<file path="src/rtl/touch_wheel_angle_decoder_unit_macros.svh">
// Assertion macros shared by the touch wheel angle decoder modules.
`ifndef TOUCH_WHEEL_ANGLE_DECODER_UNIT_MACROS_SVH
`define TOUCH_WHEEL_ANGLE_DECODER_UNIT_MACROS_SVH
`ifndef SYNTHESIS
// Same-cycle implication, checked while reset is low.
`define TWAD_ASSERT_IMP(lbl, clk, rst, ante, cons) \
   lbl: assert property (@(posedge clk) disable iff (rst) (ante) |-> (cons)) \
      else $error("twad assertion failed");
// Next-cycle implication, checked while reset is low.
`define TWAD_ASSERT_NXT(lbl, clk, rst, ante, cons) \
   lbl: assert property (@(posedge clk) disable iff (rst) (ante) |=> (cons)) \
      else $error("twad assertion failed");
`else
`define TWAD_ASSERT_IMP(lbl, clk, rst, ante, cons)
`define TWAD_ASSERT_NXT(lbl, clk, rst, ante, cons)
`endif
`endif

</file>
<file path="src/rtl/twad_pkg.sv">
// Types, constants and the arctangent table of the touch wheel angle decoder.
package twad_pkg;

   localparam int ANGLE_FRAC_BITS = 6;
   localparam int ATAN_ITERATIONS = 16;
   localparam int QUEUE_DEPTH     = 2;

   localparam int SAMPLE_W = 16;
   localparam int DELTA_W  = 8;
   localparam int ANGLE_W  = 15;
   localparam int SECTOR_W = 2;
   localparam int CSR_IDX_W = 3;

   // Signed widths of the position vector terms.
   localparam int XS_W    = 19;  // 2*tC - tB - tA
   localparam int DIFF_W  = 18;  // tB - tA
   localparam int PROD_W  = 36;  // DIFF_W x 18 bit constant
   localparam int CORDIC_W = 38;
   localparam int ACC_W   = 26;
   localparam int ATAN_W  = 22;
   localparam int TABLE_IDX_W = 5;

   localparam logic signed [17:0] SQRT3_Q16 = 18'sd113512;
   localparam logic [ACC_W-1:0] DEG180_Q16 = ACC_W'(180 * 65536);
   localparam logic [ACC_W-1:0] DEG360_Q16 = ACC_W'(360 * 65536);

   // Register indexes of the configuration port.
   localparam logic [CSR_IDX_W-1:0] CSR_BASELINE_A   = 3'd0;
   localparam logic [CSR_IDX_W-1:0] CSR_BASELINE_B   = 3'd1;
   localparam logic [CSR_IDX_W-1:0] CSR_BASELINE_C   = 3'd2;
   localparam logic [CSR_IDX_W-1:0] CSR_PRESS_DELTA  = 3'd3;
   localparam logic [CSR_IDX_W-1:0] CSR_RELEASE_XTRA = 3'd4;
   localparam logic [CSR_IDX_W-1:0] CSR_REFERENCE    = 3'd5;

   localparam logic [SECTOR_W-1:0] SECTOR_LEFT  = 2'd0;
   localparam logic [SECTOR_W-1:0] SECTOR_DOWN  = 2'd1;
   localparam logic [SECTOR_W-1:0] SECTOR_RIGHT = 2'd2;
   localparam logic [SECTOR_W-1:0] SECTOR_UP    = 2'd3;

   typedef struct packed {
      logic [SAMPLE_W-1:0] baseline_a;
      logic [SAMPLE_W-1:0] baseline_b;
      logic [SAMPLE_W-1:0] baseline_c;
      logic [DELTA_W-1:0]  press_delta;
      logic [DELTA_W-1:0]  release_extra;
      logic [SAMPLE_W-1:0] reference_level;
   } cfg_type;

   // One classified sample set on its way from the front to the back.
   typedef struct packed {
      logic                     touched;
      logic signed [XS_W-1:0]   x_small;
      logic signed [DIFF_W-1:0] diff;
   } item_type;

   // atan(2^-i) in degrees, Q16.
   function automatic logic [ATAN_W-1:0] atan_q16(input logic [TABLE_IDX_W-1:0] idx);
      logic [ATAN_W-1:0] val;
      case (idx)
         5'd0:  val = 22'd2949120;
         5'd1:  val = 22'd1740967;
         5'd2:  val = 22'd919879;
         5'd3:  val = 22'd466945;
         5'd4:  val = 22'd234379;
         5'd5:  val = 22'd117304;
         5'd6:  val = 22'd58666;
         5'd7:  val = 22'd29335;
         5'd8:  val = 22'd14668;
         5'd9:  val = 22'd7334;
         5'd10: val = 22'd3667;
         5'd11: val = 22'd1833;
         5'd12: val = 22'd917;
         5'd13: val = 22'd458;
         5'd14: val = 22'd229;
         5'd15: val = 22'd115;
         5'd16: val = 22'd57;
         5'd17: val = 22'd29;
         5'd18: val = 22'd14;
         5'd19: val = 22'd7;
         5'd20: val = 22'd4;
         5'd21: val = 22'd2;
         5'd22: val = 22'd1;
         default: val = 22'd0;
      endcase
      return val;
   endfunction

endpackage

</file>
<file path="src/rtl/twad_front.sv">
// Front end: touch hysteresis and electrode weight combination per sample set.
module twad_front (
   input  logic                            clock,
   input  logic                            reset,
   input  twad_pkg::cfg_type               cfg,
   input  logic                            req_valid,
   output logic                            req_stall,
   input  logic [twad_pkg::SAMPLE_W-1:0]   req_sample_a,
   input  logic [twad_pkg::SAMPLE_W-1:0]   req_sample_b,
   input  logic [twad_pkg::SAMPLE_W-1:0]   req_sample_c,
   output logic                            push_valid,
   input  logic                            push_stall,
   output twad_pkg::item_type              push_data
);

   logic touch_active_ff;
   logic touch_active_in;
   logic accept;

   logic signed [17:0] va, vb, vc;
   logic signed [17:0] on_a, on_b, on_c;
   logic signed [17:0] off_a, off_b, off_c;
   logic [8:0]         off_delta;
   logic               start_touch;
   logic               keep_touch;
   logic               touch_now;
   logic signed [16:0] ta, tb, tc;

   assign req_stall  = push_stall;
   assign push_valid = req_valid;
   assign accept     = req_valid && !push_stall;

   always_comb begin
      va = $signed({2'b00, req_sample_a});
      vb = $signed({2'b00, req_sample_b});
      vc = $signed({2'b00, req_sample_c});
      off_delta = {1'b0, cfg.press_delta} + {1'b0, cfg.release_extra};
      on_a  = $signed({2'b00, cfg.baseline_a}) - $signed({10'd0, cfg.press_delta});
      on_b  = $signed({2'b00, cfg.baseline_b}) - $signed({10'd0, cfg.press_delta});
      on_c  = $signed({2'b00, cfg.baseline_c}) - $signed({10'd0, cfg.press_delta});
      off_a = $signed({2'b00, cfg.baseline_a}) - $signed({9'd0, off_delta});
      off_b = $signed({2'b00, cfg.baseline_b}) - $signed({9'd0, off_delta});
      off_c = $signed({2'b00, cfg.baseline_c}) - $signed({9'd0, off_delta});
      start_touch = (va < on_a) || (vb < on_b) || (vc < on_c);
      keep_touch  = !((va > off_a) && (vb > off_b) && (vc > off_c));
      touch_now   = touch_active_ff ? keep_touch : start_touch;
      touch_active_in = accept ? touch_now : touch_active_ff;

      ta = $signed({1'b0, cfg.reference_level}) - $signed({1'b0, req_sample_a});
      tb = $signed({1'b0, cfg.reference_level}) - $signed({1'b0, req_sample_b});
      tc = $signed({1'b0, cfg.reference_level}) - $signed({1'b0, req_sample_c});

      push_data.touched = touch_now;
      push_data.x_small = ($signed({{2{tc[16]}}, tc}) <<< 1)
                        - $signed({{2{tb[16]}}, tb})
                        - $signed({{2{ta[16]}}, ta});
      push_data.diff    = $signed({tb[16], tb}) - $signed({ta[16], ta});
   end

   always_ff @(posedge clock) begin
      if (reset) begin
         touch_active_ff <= 1'b0;
      end else begin
         touch_active_ff <= touch_active_in;
      end
   end

endmodule

</file>
<file path="src/rtl/twad_queue.sv">
// Short queue that decouples the front end from the arctangent back end.
`include "touch_wheel_angle_decoder_unit_macros.svh"
module twad_queue #(
   parameter int DEPTH = twad_pkg::QUEUE_DEPTH
) (
   input  logic               clock,
   input  logic               reset,
   input  logic               in_valid,
   output logic               in_stall,
   input  twad_pkg::item_type in_data,
   output logic               out_valid,
   input  logic               out_stall,
   output twad_pkg::item_type out_data
);

   localparam int PTR_W = $clog2(DEPTH);
   localparam int CNT_W = $clog2(DEPTH + 1);

   twad_pkg::item_type entry_ff [DEPTH];
   logic [PTR_W-1:0]   wr_ptr_ff, wr_ptr_in;
   logic [PTR_W-1:0]   rd_ptr_ff, rd_ptr_in;
   logic [CNT_W-1:0]   count_ff, count_in;
   logic               push;
   logic               pop;

   assign in_stall  = (count_ff == CNT_W'(DEPTH));
   assign out_valid = (count_ff != '0);
   assign out_data  = entry_ff[rd_ptr_ff];
   assign push      = in_valid && !in_stall;
   assign pop       = out_valid && !out_stall;

   always_comb begin
      wr_ptr_in = wr_ptr_ff;
      rd_ptr_in = rd_ptr_ff;
      if (push) begin
         wr_ptr_in = (wr_ptr_ff == PTR_W'(DEPTH - 1)) ? '0 : wr_ptr_ff + 1'b1;
      end
      if (pop) begin
         rd_ptr_in = (rd_ptr_ff == PTR_W'(DEPTH - 1)) ? '0 : rd_ptr_ff + 1'b1;
      end
      case ({push, pop})
         2'b10:   count_in = count_ff + 1'b1;
         2'b01:   count_in = count_ff - 1'b1;
         default: count_in = count_ff;
      endcase
   end

   always_ff @(posedge clock) begin
      if (reset) begin
         wr_ptr_ff <= '0;
         rd_ptr_ff <= '0;
         count_ff  <= '0;
      end else begin
         wr_ptr_ff <= wr_ptr_in;
         rd_ptr_ff <= rd_ptr_in;
         count_ff  <= count_in;
      end
   end

   always_ff @(posedge clock) begin
      if (push) begin
         entry_ff[wr_ptr_ff] <= in_data;
      end
   end

   `TWAD_ASSERT_IMP(a_count_bound, clock, reset, 1'b1, count_ff <= CNT_W'(DEPTH))
   `TWAD_ASSERT_NXT(a_count_up, clock, reset, push && !pop, count_ff == $past(count_ff) + 1'b1)
   `TWAD_ASSERT_NXT(a_count_dn, clock, reset, pop && !push, count_ff == $past(count_ff) - 1'b1)

endmodule

</file>
<file path="src/rtl/twad_back.sv">
// Back end: iterative vectoring arctangent, rounding, sector map and result register.
`include "touch_wheel_angle_decoder_unit_macros.svh"
module twad_back #(
   parameter int ANGLE_FRAC_BITS = twad_pkg::ANGLE_FRAC_BITS,
   parameter int ATAN_ITERATIONS = twad_pkg::ATAN_ITERATIONS
) (
   input  logic                            clock,
   input  logic                            reset,
   input  logic                            pop_valid,
   output logic                            pop_stall,
   input  twad_pkg::item_type              pop_data,
   output logic                            rsp_valid,
   input  logic                            rsp_stall,
   output logic                            rsp_touched,
   output logic [twad_pkg::ANGLE_W-1:0]    rsp_angle,
   output logic [twad_pkg::SECTOR_W-1:0]   rsp_sector
);

   localparam int W     = twad_pkg::CORDIC_W;
   localparam int AW    = twad_pkg::ACC_W;
   localparam int IT_W  = $clog2(ATAN_ITERATIONS);
   localparam logic [AW-1:0] FULL_CIRCLE = AW'(360) << ANGLE_FRAC_BITS;
   localparam logic [AW-1:0] HALF_LSB    = AW'(1) << (15 - ANGLE_FRAC_BITS);
   localparam logic [AW-1:0] S45  = AW'(45) << ANGLE_FRAC_BITS;
   localparam logic [AW-1:0] S135 = AW'(135) << ANGLE_FRAC_BITS;
   localparam logic [AW-1:0] S225 = AW'(225) << ANGLE_FRAC_BITS;
   localparam logic [AW-1:0] S315 = AW'(315) << ANGLE_FRAC_BITS;

   localparam logic [2:0] S_IDLE  = 3'd0;
   localparam logic [2:0] S_PREP  = 3'd1;
   localparam logic [2:0] S_ITER  = 3'd2;
   localparam logic [2:0] S_ROUND = 3'd3;
   localparam logic [2:0] S_WRAP  = 3'd4;
   localparam logic [2:0] S_OUT   = 3'd5;

   logic [2:0] state_ff, state_in;
   logic       pop;
   logic       load_out;

   logic                                 touched_ff, touched_in;
   logic                                 zero_ff, zero_in;
   logic signed [twad_pkg::XS_W-1:0]     xs_ff, xs_in;
   logic signed [twad_pkg::DIFF_W-1:0]   diff_ff, diff_in;
   logic signed [twad_pkg::PROD_W-1:0]   prod_ff, prod_in;
   logic signed [W-1:0]                  x_ff, x_in, y_ff, y_in;
   logic signed [AW-1:0]                 acc_ff, acc_in;
   logic [IT_W-1:0]                      iter_ff, iter_in;
   logic [AW-1:0]                        q_ff, q_in;
   logic [twad_pkg::ANGLE_W-1:0]         res_angle_ff, res_angle_in;
   logic [twad_pkg::SECTOR_W-1:0]        res_sector_ff, res_sector_in;

   logic                                 rsp_valid_ff, rsp_valid_in;
   logic                                 rsp_touched_ff, rsp_touched_in;
   logic [twad_pkg::ANGLE_W-1:0]         rsp_angle_ff, rsp_angle_in;
   logic [twad_pkg::SECTOR_W-1:0]        rsp_sector_ff, rsp_sector_in;

   logic signed [W-1:0]  x0, y0, dx, dy;
   logic [twad_pkg::ATAN_W-1:0] atan_step;
   logic [AW-1:0]        acc_fix;
   logic [AW-1:0]        q_wrap;

   assign pop_stall = (state_ff != S_IDLE);
   assign pop       = pop_valid && !pop_stall;
   assign load_out  = (state_ff == S_OUT) && (!rsp_valid_ff || !rsp_stall);

   assign rsp_valid   = rsp_valid_ff;
   assign rsp_touched = rsp_touched_ff;
   assign rsp_angle   = rsp_angle_ff;
   assign rsp_sector  = rsp_sector_ff;

   always_comb begin
      state_in      = state_ff;
      touched_in    = touched_ff;
      zero_in       = zero_ff;
      xs_in         = xs_ff;
      diff_in       = diff_ff;
      prod_in       = prod_ff;
      x_in          = x_ff;
      y_in          = y_ff;
      acc_in        = acc_ff;
      iter_in       = iter_ff;
      q_in          = q_ff;
      res_angle_in  = res_angle_ff;
      res_sector_in = res_sector_ff;

      x0 = {{3{xs_ff[twad_pkg::XS_W-1]}}, xs_ff, 16'd0};
      y0 = -{{(W - twad_pkg::PROD_W){prod_ff[twad_pkg::PROD_W-1]}}, prod_ff};
      dx = y_ff >>> iter_ff;
      dy = x_ff >>> iter_ff;
      atan_step = twad_pkg::atan_q16(twad_pkg::TABLE_IDX_W'(iter_ff));
      acc_fix = acc_ff[AW-1] ? AW'(acc_ff) + twad_pkg::DEG360_Q16 : AW'(acc_ff);
      q_wrap  = (q_ff >= FULL_CIRCLE) ? q_ff - FULL_CIRCLE : q_ff;

      case (state_ff)
         S_IDLE: begin
            if (pop) begin
               touched_in = pop_data.touched;
               xs_in      = pop_data.x_small;
               diff_in    = pop_data.diff;
               prod_in    = pop_data.diff * twad_pkg::SQRT3_Q16;
               state_in   = S_PREP;
            end
         end
         S_PREP: begin
            iter_in = '0;
            zero_in = (xs_ff == '0) && (diff_ff == '0);
            if (!touched_ff) begin
               res_angle_in  = '0;
               res_sector_in = twad_pkg::SECTOR_LEFT;
               state_in      = S_OUT;
            end else begin
               // A vector in the left half plane is turned by half a turn first.
               if (xs_ff[twad_pkg::XS_W-1]) begin
                  x_in   = -x0;
                  y_in   = -y0;
                  acc_in = $signed(twad_pkg::DEG180_Q16);
               end else begin
                  x_in   = x0;
                  y_in   = y0;
                  acc_in = '0;
               end
               state_in = S_ITER;
            end
         end
         S_ITER: begin
            if (!y_ff[W-1]) begin
               x_in   = x_ff + dx;
               y_in   = y_ff - dy;
               acc_in = acc_ff + $signed({4'd0, atan_step});
            end else begin
               x_in   = x_ff - dx;
               y_in   = y_ff + dy;
               acc_in = acc_ff - $signed({4'd0, atan_step});
            end
            iter_in = iter_ff + 1'b1;
            if (iter_ff == IT_W'(ATAN_ITERATIONS - 1)) begin
               state_in = S_ROUND;
            end
         end
         S_ROUND: begin
            q_in     = zero_ff ? '0 : (acc_fix + HALF_LSB) >> (16 - ANGLE_FRAC_BITS);
            state_in = S_WRAP;
         end
         S_WRAP: begin
            res_angle_in = q_wrap[twad_pkg::ANGLE_W-1:0];
            if (q_wrap > S45 && q_wrap <= S135) begin
               res_sector_in = twad_pkg::SECTOR_RIGHT;
            end else if (q_wrap > S135 && q_wrap <= S225) begin
               res_sector_in = twad_pkg::SECTOR_DOWN;
            end else if (q_wrap > S225 && q_wrap <= S315) begin
               res_sector_in = twad_pkg::SECTOR_LEFT;
            end else begin
               res_sector_in = twad_pkg::SECTOR_UP;
            end
            state_in = S_OUT;
         end
         S_OUT: begin
            if (load_out) begin
               state_in = S_IDLE;
            end
         end
         default: begin
            state_in = S_IDLE;
         end
      endcase

      rsp_touched_in = rsp_touched_ff;
      rsp_angle_in   = rsp_angle_ff;
      rsp_sector_in  = rsp_sector_ff;
      if (load_out) begin
         rsp_valid_in   = 1'b1;
         rsp_touched_in = touched_ff;
         rsp_angle_in   = res_angle_ff;
         rsp_sector_in  = res_sector_ff;
      end else begin
         rsp_valid_in = rsp_valid_ff && rsp_stall;
      end
   end

   always_ff @(posedge clock) begin
      if (reset) begin
         state_ff     <= S_IDLE;
         rsp_valid_ff <= 1'b0;
      end else begin
         state_ff     <= state_in;
         rsp_valid_ff <= rsp_valid_in;
      end
   end

   always_ff @(posedge clock) begin
      touched_ff     <= touched_in;
      zero_ff        <= zero_in;
      xs_ff          <= xs_in;
      diff_ff        <= diff_in;
      prod_ff        <= prod_in;
      x_ff           <= x_in;
      y_ff           <= y_in;
      acc_ff         <= acc_in;
      iter_ff        <= iter_in;
      q_ff           <= q_in;
      res_angle_ff   <= res_angle_in;
      res_sector_ff  <= res_sector_in;
      rsp_touched_ff <= rsp_touched_in;
      rsp_angle_ff   <= rsp_angle_in;
      rsp_sector_ff  <= rsp_sector_in;
   end

   `TWAD_ASSERT_IMP(a_untouched_zero, clock, reset, rsp_valid_ff && !rsp_touched_ff,
      rsp_angle_ff == '0 && rsp_sector_ff == twad_pkg::SECTOR_LEFT)
   `TWAD_ASSERT_IMP(a_round_bound, clock, reset, state_ff == S_WRAP, q_ff <= FULL_CIRCLE)
   `TWAD_ASSERT_NXT(a_pop_prep, clock, reset, pop, state_ff == S_PREP)

endmodule

</file>
<file path="src/rtl/touch_wheel_angle_decoder_unit.sv">
// Top level of the three-electrode touch wheel angle decoder.
//
//   channel   direction  handshake            payload
//   req_      in         req_valid/req_stall  req_sample_a, req_sample_b, req_sample_c
//   rsp_      out        rsp_valid/rsp_stall  rsp_touched, rsp_angle, rsp_sector
//   csr_      in         csr_write            csr_index, csr_wdata
//
// In the back end a touched transaction passes through the single shared vectoring
// stage, which runs one arctangent step per cycle; an untouched transaction skips it
// and goes from the prepare state straight to the output state.
// Synchronous reset restores the registers, clears the touch flag and empties the queue.
// The front accepts a transaction whenever the queue has room, so up to
// QUEUE_DEPTH transactions can wait while the back end works or the result is stalled.
module touch_wheel_angle_decoder_unit #(
   parameter int ANGLE_FRAC_BITS = twad_pkg::ANGLE_FRAC_BITS,
   parameter int ATAN_ITERATIONS = twad_pkg::ATAN_ITERATIONS,
   parameter int QUEUE_DEPTH     = twad_pkg::QUEUE_DEPTH
) (
   input  logic                             clock,
   input  logic                             reset,
   input  logic                             req_valid,
   output logic                             req_stall,
   input  logic [twad_pkg::SAMPLE_W-1:0]    req_sample_a,
   input  logic [twad_pkg::SAMPLE_W-1:0]    req_sample_b,
   input  logic [twad_pkg::SAMPLE_W-1:0]    req_sample_c,
   output logic                             rsp_valid,
   input  logic                             rsp_stall,
   output logic                             rsp_touched,
   output logic [twad_pkg::ANGLE_W-1:0]     rsp_angle,
   output logic [twad_pkg::SECTOR_W-1:0]    rsp_sector,
   input  logic                             csr_write,
   input  logic [twad_pkg::CSR_IDX_W-1:0]   csr_index,
   input  logic [twad_pkg::SAMPLE_W-1:0]    csr_wdata
);

   // Configuration registers. Writes to indexes beyond the list are dropped.
   twad_pkg::cfg_type cfg_ff, cfg_in;

   always_comb begin
      cfg_in = cfg_ff;
      if (csr_write) begin
         case (csr_index)
            twad_pkg::CSR_BASELINE_A:   cfg_in.baseline_a      = csr_wdata;
            twad_pkg::CSR_BASELINE_B:   cfg_in.baseline_b      = csr_wdata;
            twad_pkg::CSR_BASELINE_C:   cfg_in.baseline_c      = csr_wdata;
            twad_pkg::CSR_PRESS_DELTA:  cfg_in.press_delta     = csr_wdata[7:0];
            twad_pkg::CSR_RELEASE_XTRA: cfg_in.release_extra   = csr_wdata[7:0];
            twad_pkg::CSR_REFERENCE:    cfg_in.reference_level = csr_wdata;
            default: begin
            end
         endcase
      end
   end

   always_ff @(posedge clock) begin
      if (reset) begin
         cfg_ff.baseline_a      <= '0;
         cfg_ff.baseline_b      <= '0;
         cfg_ff.baseline_c      <= '0;
         cfg_ff.press_delta     <= 8'd15;
         cfg_ff.release_extra   <= 8'd5;
         cfg_ff.reference_level <= 16'd1000;
      end else begin
         cfg_ff <= cfg_in;
      end
   end

   // The front end classifies each transaction and writes it straight into the queue.
   logic               push_valid;
   logic               push_stall;
   twad_pkg::item_type push_data;
   logic               pop_valid;
   logic               pop_stall;
   twad_pkg::item_type pop_data;

   twad_front u_front (
      .clock        (clock),
      .reset        (reset),
      .cfg          (cfg_ff),
      .req_valid    (req_valid),
      .req_stall    (req_stall),
      .req_sample_a (req_sample_a),
      .req_sample_b (req_sample_b),
      .req_sample_c (req_sample_c),
      .push_valid   (push_valid),
      .push_stall   (push_stall),
      .push_data    (push_data)
   );

   twad_queue #(
      .DEPTH (QUEUE_DEPTH)
   ) u_queue (
      .clock     (clock),
      .reset     (reset),
      .in_valid  (push_valid),
      .in_stall  (push_stall),
      .in_data   (push_data),
      .out_valid (pop_valid),
      .out_stall (pop_stall),
      .out_data  (pop_data)
   );

   // The back end turns the weight vector into an angle and holds the result
   // in its own output register; a stalled result still lets it pop one more item.
   twad_back #(
      .ANGLE_FRAC_BITS (ANGLE_FRAC_BITS),
      .ATAN_ITERATIONS (ATAN_ITERATIONS)
   ) u_back (
      .clock       (clock),
      .reset       (reset),
      .pop_valid   (pop_valid),
      .pop_stall   (pop_stall),
      .pop_data    (pop_data),
      .rsp_valid   (rsp_valid),
      .rsp_stall   (rsp_stall),
      .rsp_touched (rsp_touched),
      .rsp_angle   (rsp_angle),
      .rsp_sector  (rsp_sector)
   );

endmodule

</file>
<file path="config.mk">
export PLATFORM = sky130hd
export DESIGN_NAME = touch_wheel_angle_decoder_unit
export DESIGN_NICKNAME = d
export VERILOG_FILES = /design/src/rtl/twad_pkg.sv /design/src/rtl/twad_front.sv /design/src/rtl/twad_queue.sv /design/src/rtl/twad_back.sv /design/src/rtl/touch_wheel_angle_decoder_unit.sv
export VERILOG_INCLUDE_DIRS = /design/src /design/src/rtl
export SDC_FILE = /design/constraint.sdc
export NUM_CORES = 2
export LEC_CHECK = 0
export ABC_CLOCK_PERIOD_IN_PS = 9000
export BUFFER_PORTS_ARGS = -buffer_cell sky130_fd_sc_hd__buf_2
export CAP_MARGIN = 10
export CORE_ASPECT_RATIO = 1.1
export CORE_UTILIZATION = 39
export CTS_CLUSTER_SIZE = 30
export DETAILED_ROUTE_END_ITERATION = 8
export GPL_TIMING_DRIVEN = 0
export PLACE_DENSITY = 0.6
export SYNTH_ARGS = -nofsm -noshare
export SYNTH_HDL_FRONTEND = slang
export SYNTH_SLANG_ARGS = --single-unit
</file>
<file path="constraint.sdc">
create_clock -name clock -period 9 [get_ports clock]
set_input_delay 1.35 -clock clock [delete_from_list [all_inputs] [get_ports clock]]
set_output_delay 1.35 -clock clock [all_outputs]
set_load 0.02 [all_outputs]
</file>
# Yosys cells after proc, flatten, opt, wreduce, memory -nomap -nowiden
# Memory sizes are Yosys's and may differ from the RTL's. A register that Yosys moved wholly into a read port is not among the register bits.
# Cells that the tools add are included.
dict set report totals {
  regBits 328
  ramBits 76
  romBits 352
  memories 2
}
# memory depth word_bits rd rd_clocked_by_memory_dff wr line
set memory_table {}
lappend memory_table {{(no name shown)} 16 22 1 1 0 twad_pkg.sv:59} ;# case (idx)
lappend memory_table {u_queue.entry_ff 2 38 1 1 1 twad_queue.sv:19} ;# twad_pkg::item_type entry_ff [DEPTH];
dict set report classes {
  n_addsub 30
  n_mul 1
  magnitude_cmp 13
  n_eq_ne 19
  n_shift 2
  n_mux 37
  reduce_logical 37
}
# op n
set ops {}
lappend ops {{$mux 38} 6}
lappend ops {{$pmux 38 s2} 2}
lappend ops {{$mux 26} 4}
lappend ops {{$add 38x38->38} 2}
lappend ops {{$neg 38->38} 2}
lappend ops {{$sshr 38x4->38} 2}
lappend ops {{$sub 38x38->38} 2}
lappend ops {{$gt 17x18->1} 3}
lappend ops {{$lt 17x18->1} 3}
lappend ops {{$gt 26x14->1 const B} 2}
lappend ops {{$le 26x14->1 const B} 2}
lappend ops {{$pmux 26 s2} 1}
lappend ops {{$sub 16x16->17} 3}
lappend ops {{$sub 16x8->17} 3}
lappend ops {{$sub 16x9->17} 3}
lappend ops {{$neg 35->38} 1}
lappend ops {{$mul 18x15->33 const B} 1}
lappend ops {{$pmux 15 s2} 1}
lappend ops {{$add 26x10->26 const B} 1}
lappend ops {{$add 26x23->26} 1}
lappend ops {{$add 26x25->26 const B} 1}
lappend ops {{$ge 26x15->1 const B} 1}
lappend ops {{$gt 26x12->1 const B} 1}
lappend ops {{$le 26x15->1 const B} 1}
lappend ops {{37 further kinds} 90}

# Logic depth before layout (Yosys ltp)
dict set report depth {
  word_depth 8
  ltp_mapped 29
  mapped_depth_nobuf 25
}

# Hierarchy
# A second synthesis with hierarchy kept.
dict set report hier_totals {
  cells_unflattened 4908
  area_unflattened_um2 44650.3
}
# mod n_inst cells_per_inst area_per_inst_um2 seq_area_each_um2
set by_module_without_submodules {}
lappend by_module_without_submodules {twad_back 1 3187 28910.2 7337.0}
lappend by_module_without_submodules {twad_front 1 1275 9522.9 20.0}
lappend by_module_without_submodules {touch_wheel_angle_decoder_unit 1 300 3255.6 1601.5}
lappend by_module_without_submodules {twad_queue 1 146 2961.6 2382.3}

# Worst setup path after synthesis
# No wires, ideal clock.
dict set report synth_path {
  path_kind {register to register}
  from {reg u_back.state_ff[0]}
  to {reg u_queue.count_ff[1]}
  arrival_time_ps 8788
  slack_ps 142
  path_stages_with_launch 6
  n_path_buf 1
  synth_period_minus_slack_ps 8858
  cell_sequence {dfxtp_1 > clkbuf_1 > nor4_1 > ha_1 > or3_1 > a21oi_1}
}
dict set report synth_between {
  elab_chain_len 5
  elab_cells_between_ends 7
  classes_between {eq/ne (2); mux (1); reduce/logical (4)}
}
# element line
set synth_lines {}
lappend synth_lines {{start, declared} twad_back.sv:36} ;# logic [2:0] state_ff, state_in;
lappend synth_lines {{start signal, assigned} twad_back.sv:185} ;# state_ff <= state_in;
lappend synth_lines {{$reduce_bool 3->1 (*)} twad_back.sv:62} ;# assign pop_stall = (state_ff != S_IDLE);
lappend synth_lines {{$logic_not 1->1 (*)} -}
lappend synth_lines {{$logic_and 1x1->1 (*)} -}
lappend synth_lines {{named net u_back.pop} twad_back.sv:37} ;# logic pop;
lappend synth_lines {{$eq 2x1->1 / $eq 2x2->1 (equally long branches)} twad_queue.sv:41} ;# case ({push, pop})
lappend synth_lines {{$pmux 2 s2 / $reduce_bool 2->1 (equally long branches)} -}
lappend synth_lines {{end signal, assigned} twad_queue.sv:56} ;# count_ff <= count_in;
lappend synth_lines {{end, declared} twad_queue.sv:22} ;# logic [CNT_W-1:0] count_ff, count_in;
# The timed path passes the listed nets; every way through them passes the cells marked *.
# A chain may end at the register's enable or synchronous reset.

# Worst setup path in the final report
dict set report layout_path {
  from {reg u_back.iter_ff[3]}
  to {reg u_back.y_ff[35], data pin}
}
dict set report layout_between {
  elab_chain_len 4
  elab_cells_between_ends 5
  classes_between {add/sub (2); shift (1); mux (2)}
}
# element line
set layout_lines {}
lappend layout_lines {{start, declared} twad_back.sv:47} ;# logic [IT_W-1:0] iter_ff, iter_in;
lappend layout_lines {{start signal, assigned} twad_back.sv:199} ;# iter_ff <= iter_in;
lappend layout_lines {{$sshr 38x4->38 (*)} twad_back.sv:89} ;# dy = x_ff >>> iter_ff;
lappend layout_lines {{$sub 38x38->38 / $add 38x38->38 (equally long branches)} {twad_back.sv:128, twad_back.sv:132}}
lappend layout_lines {{$mux 38 (*)} twad_back.sv:126} ;# if (!y_ff[W-1]) begin
lappend layout_lines {{$pmux 38 s2 (*)} twad_back.sv:94} ;# case (state_ff)
lappend layout_lines {{named net u_back.y_in[35]} twad_back.sv:45} ;# logic signed [W-1:0] x_ff, x_in, y_ff, y_in;
lappend layout_lines {{end signal, assigned} twad_back.sv:197} ;# y_ff <= y_in;
lappend layout_lines {{end, declared} twad_back.sv:45}
# Marked as above.

==> flow_summary.yaml <==
status:
  outcome: "finished, final reports clean"
yosys:
  synth-seq-area-share_pct: 26.0
  ys_ff_latch: 412
  synth_top_cells_by_count: "452 x nand2_1, 444 x inv_1, 443 x ha_1, 383 x a21oi_1, 367 x nor2_1"
  synth.avg_cell_area_sq_um: 9.06
  yosysWarnings: 0
  ys_async_sr_fraction_pct: 0
  syn-num-nets: 5466
  synth_top_cell_by_area: "edfxtp_1"
  synthesis.instances: 4783
  synth_area_sq_um: 43300
  ys_top_cells_by_area: "edfxtp_1 21%, ha_1 13%, fa_1 7.8%"
  synth_edf_count: 300
  yosysUniqueCellTypes: 101
  ys.flop_type: "edfxtp_1"
  netlist.area_leader.share_pct: 20.8
  synth_most_common_cell: "nand2_1"
finish:
  diodes: 0
  drive_gt1_share_pct: 8.49
  nFillCells: 10800
  fin_util_pct: 43.4
  stdcell_count: 6400
  stdcell_area_sq_um: 47600
  area_growth_pct: 9.80
  nNetsFinal: 5624
grt:
  grt_pass1_vias: 35000
  grt_pass1_wl_mm: 199
  grt_start_max_net_pins: 28
  grt-ovfl-total: 0
  antenna_found_initial: 0
  gr-usage-all-layers_pct: 22.6
worst_setup_path:
  end_kind: "flip-flop"
  worst_setup_path_start_kind: "flip-flop"
  r2r_end: "u_back.y_ff[35]"
  cp.required_ns: 9.33
  worst-r2r-cell-count: 25
  crit_type: "flip-flop to flip-flop"
  r2r-start: "u_back.iter_ff[3]"
  critPathArrivalTime_ns: 8.80
  cp_max_fo: 10
  r2r_setup_slack_ns: 0.53
clocking:
  clockRootBuffer: "clkbuf_16"
  cts_buffer_depth: 3
  ctsHoldBuffers: 0
  clk_pin_slew_ns: 0.07
  post_cts_buffers: 0
  clk_latency_ns: 0.63
  cts_made_buffers: 51
  cts.sinks: 412
  htree_num_levels: 2
  cts_tree: "built"
sta:
  finalCritPeriodShare_pct: 94.1
  max_freq_mhz: 118
  finClkSkew_ns: 0.0360
  rsz0062_at_grt: "false"
  slew_violations: 0
  setup_viol: 0
  slew_headroom_pct: 23.3
  tightest_slew_ns: 1.15
  min_period_ns: 8.47
  hold_viol_final: 0
placement:
  hpwl_mm: 104
  placed_cells: 6308
  place.gp.congestion: 1.01
  numPortBuffers: 90
  placed_area_sq_um: 45800
detailed_routing:
  drt_iter0_drc: 2520
  wl_per_cell_microns: 20.0
  drc: 0
  wl_mm: 128
  via_count: 35500
  vias_per_cell: 5.54
  firstDrtPassIters: 5
  drtAntennaViolNets: 0
min_path:
  hold_path_end: "u_back.rsp_angle[1]"
  whs_path_depth: 0
  hold_path_class: "flip-flop to flip-flop"
  hold_path_startpoint: "u_back.res_angle_ff[1]"
die:
  ioPinCount: 92
  dieArea_sq_um: 112000
  initial_utilization_pct: 39.5
  die_h_microns: 352
  rows: 127
  die_w_microns: 320
  coreArea_sq_um: 110000
flow_run:
  maxCapViolCount: 0
-- flip-flops by register name, indices dropped and copies added, names as in the netlist, 16 cells and up, named ones only --
signal,count
u_back.q_ff,16
u_back.prod_ff,31
u_back.y_ff,38
u_back.diff_ff,18
u_back.x_ff,38
u_back.atan_step,22
u_back.xs_ff,18
cfg_ff,80
u_back.acc_ff,26
u_queue.entry_ff,74
-- cell type report --
cell class,count,area [sq um],area share (%)
plain buffers,164,733,1.54
clock buffers,62,1380,2.90
clock inverters,31,387,0.813
inverters,447,1680,3.53
multi-input cells,3759,29700,62.4
flip-flops and latches,412,11300,23.6
well taps,1419,1780,3.73
repair buffers,106,664,1.40
-- cell families (layout without fill, tap and decap cells) --
kind of cell	Yosys count	after routing	synth area share, %
mux	247	247	7.69
xor+xnor	465	465	9.42
buf+inv	612	810	5.57
fa+ha+maj	635	635	21.1
flops	412	412	26.0
compound gates	1107	1107	16.1
simple gates	1305	1305	14.1
-- routing by layer --
metal  GRT usage [%]  up-vias  part of all wire, %
li1                -    17300                    -
met1            29.2    16800                   44
met2            37.6     1055                   46
met3            3.26      292                  5.9
met4            10.0        0                  4.7
met5               0        -                    0
-- what timing repair did --
item                                    CTS  global route
gates resized for setup                   0             2
endpoints found under the hold margin     0             0
endpoints found under the setup margin    0             2
-- metrics by stage --
stage	setup slack [ns]	setup TNS (ns)	hold slack, ns
after floorplan	0.142	0	0.400
after global placement	-4.79	-612.81	0.406
after detailed placement	0.667	0	0.405
after CTS	0.566	0	0.420
after global routing	0.179	0	0.421
final	0.532	0	0.420
-- critical path, cell delays in order, from the launching register on --
cell	delay, ns
edfxtp_1	0.32
clkbuf_1	0.43
clkbuf_1	0.66
clkbuf_1	0.54
clkbuf_1	0.48
clkbuf_1	0.66
clkbuf_2	0.50
a21o_1	0.22
ha_1	0.20
o21ai_0	0.21
nor3_1	0.44
and3_1	0.28
nor2_1	0.06
xnor2_1	0.17
ha_1	0.37
a21o_1	0.18
a21o_1	0.18
a211o_1	0.32
a211oi_1	0.51
o21ai_0	0.38
a2bb2oi_1	0.34
a21o_1	0.20
nand2b_1	0.06
a21oi_1	0.18
xor2_1	0.17
mux2i_1	0.09
-- worst max-delay path by stage --
stage | start | to | slack (ns) | depth (start not counted)
5_1_grt | u_back.iter_ff[3] | u_back.y_ff[35] | 0.18 | 25
2_1_floorplan | u_back.state_ff[0] | u_queue.count_ff[1] | 0.14 | 5
4_1_cts | u_back.iter_ff[3] | u_back.y_ff[35] | 0.57 | 25
6_report | u_back.iter_ff[3] | u_back.y_ff[35] | 0.53 | 25
3_5_place_dp | u_back.iter_ff[3] | u_back.y_ff[35] | 0.67 | 25
3_3_place_gp | u_back.state_ff[2] | u_back.y_ff[16] | -4.79 | 4
-- layout by cell type (no fill, tap or decap), types with 41 or more instances in the layout --
cell type and count:
xnor2_1 307, a21o_1 116, mux4_2 60, clkbuf_16 53
a21oi_1 382, nand3_1 65, nand2b_1 48, nor3_1 77
dfxtp_1 112, xor2_1 157, a31oi_1 41, o21a_1 48
mux2_2 83, nand2_1 452, nor2b_1 48, clkbuf_1 120
inv_1 444, edfxtp_1 300, fa_1 168, nor2_1 365
o21ai_0 210, ha_1 443, buf_2 111, mux2i_1 102
Power is left out: the tool's default activity adds up to more than one toggle a clock period on the data nets, which glitch-free logic cannot reach.
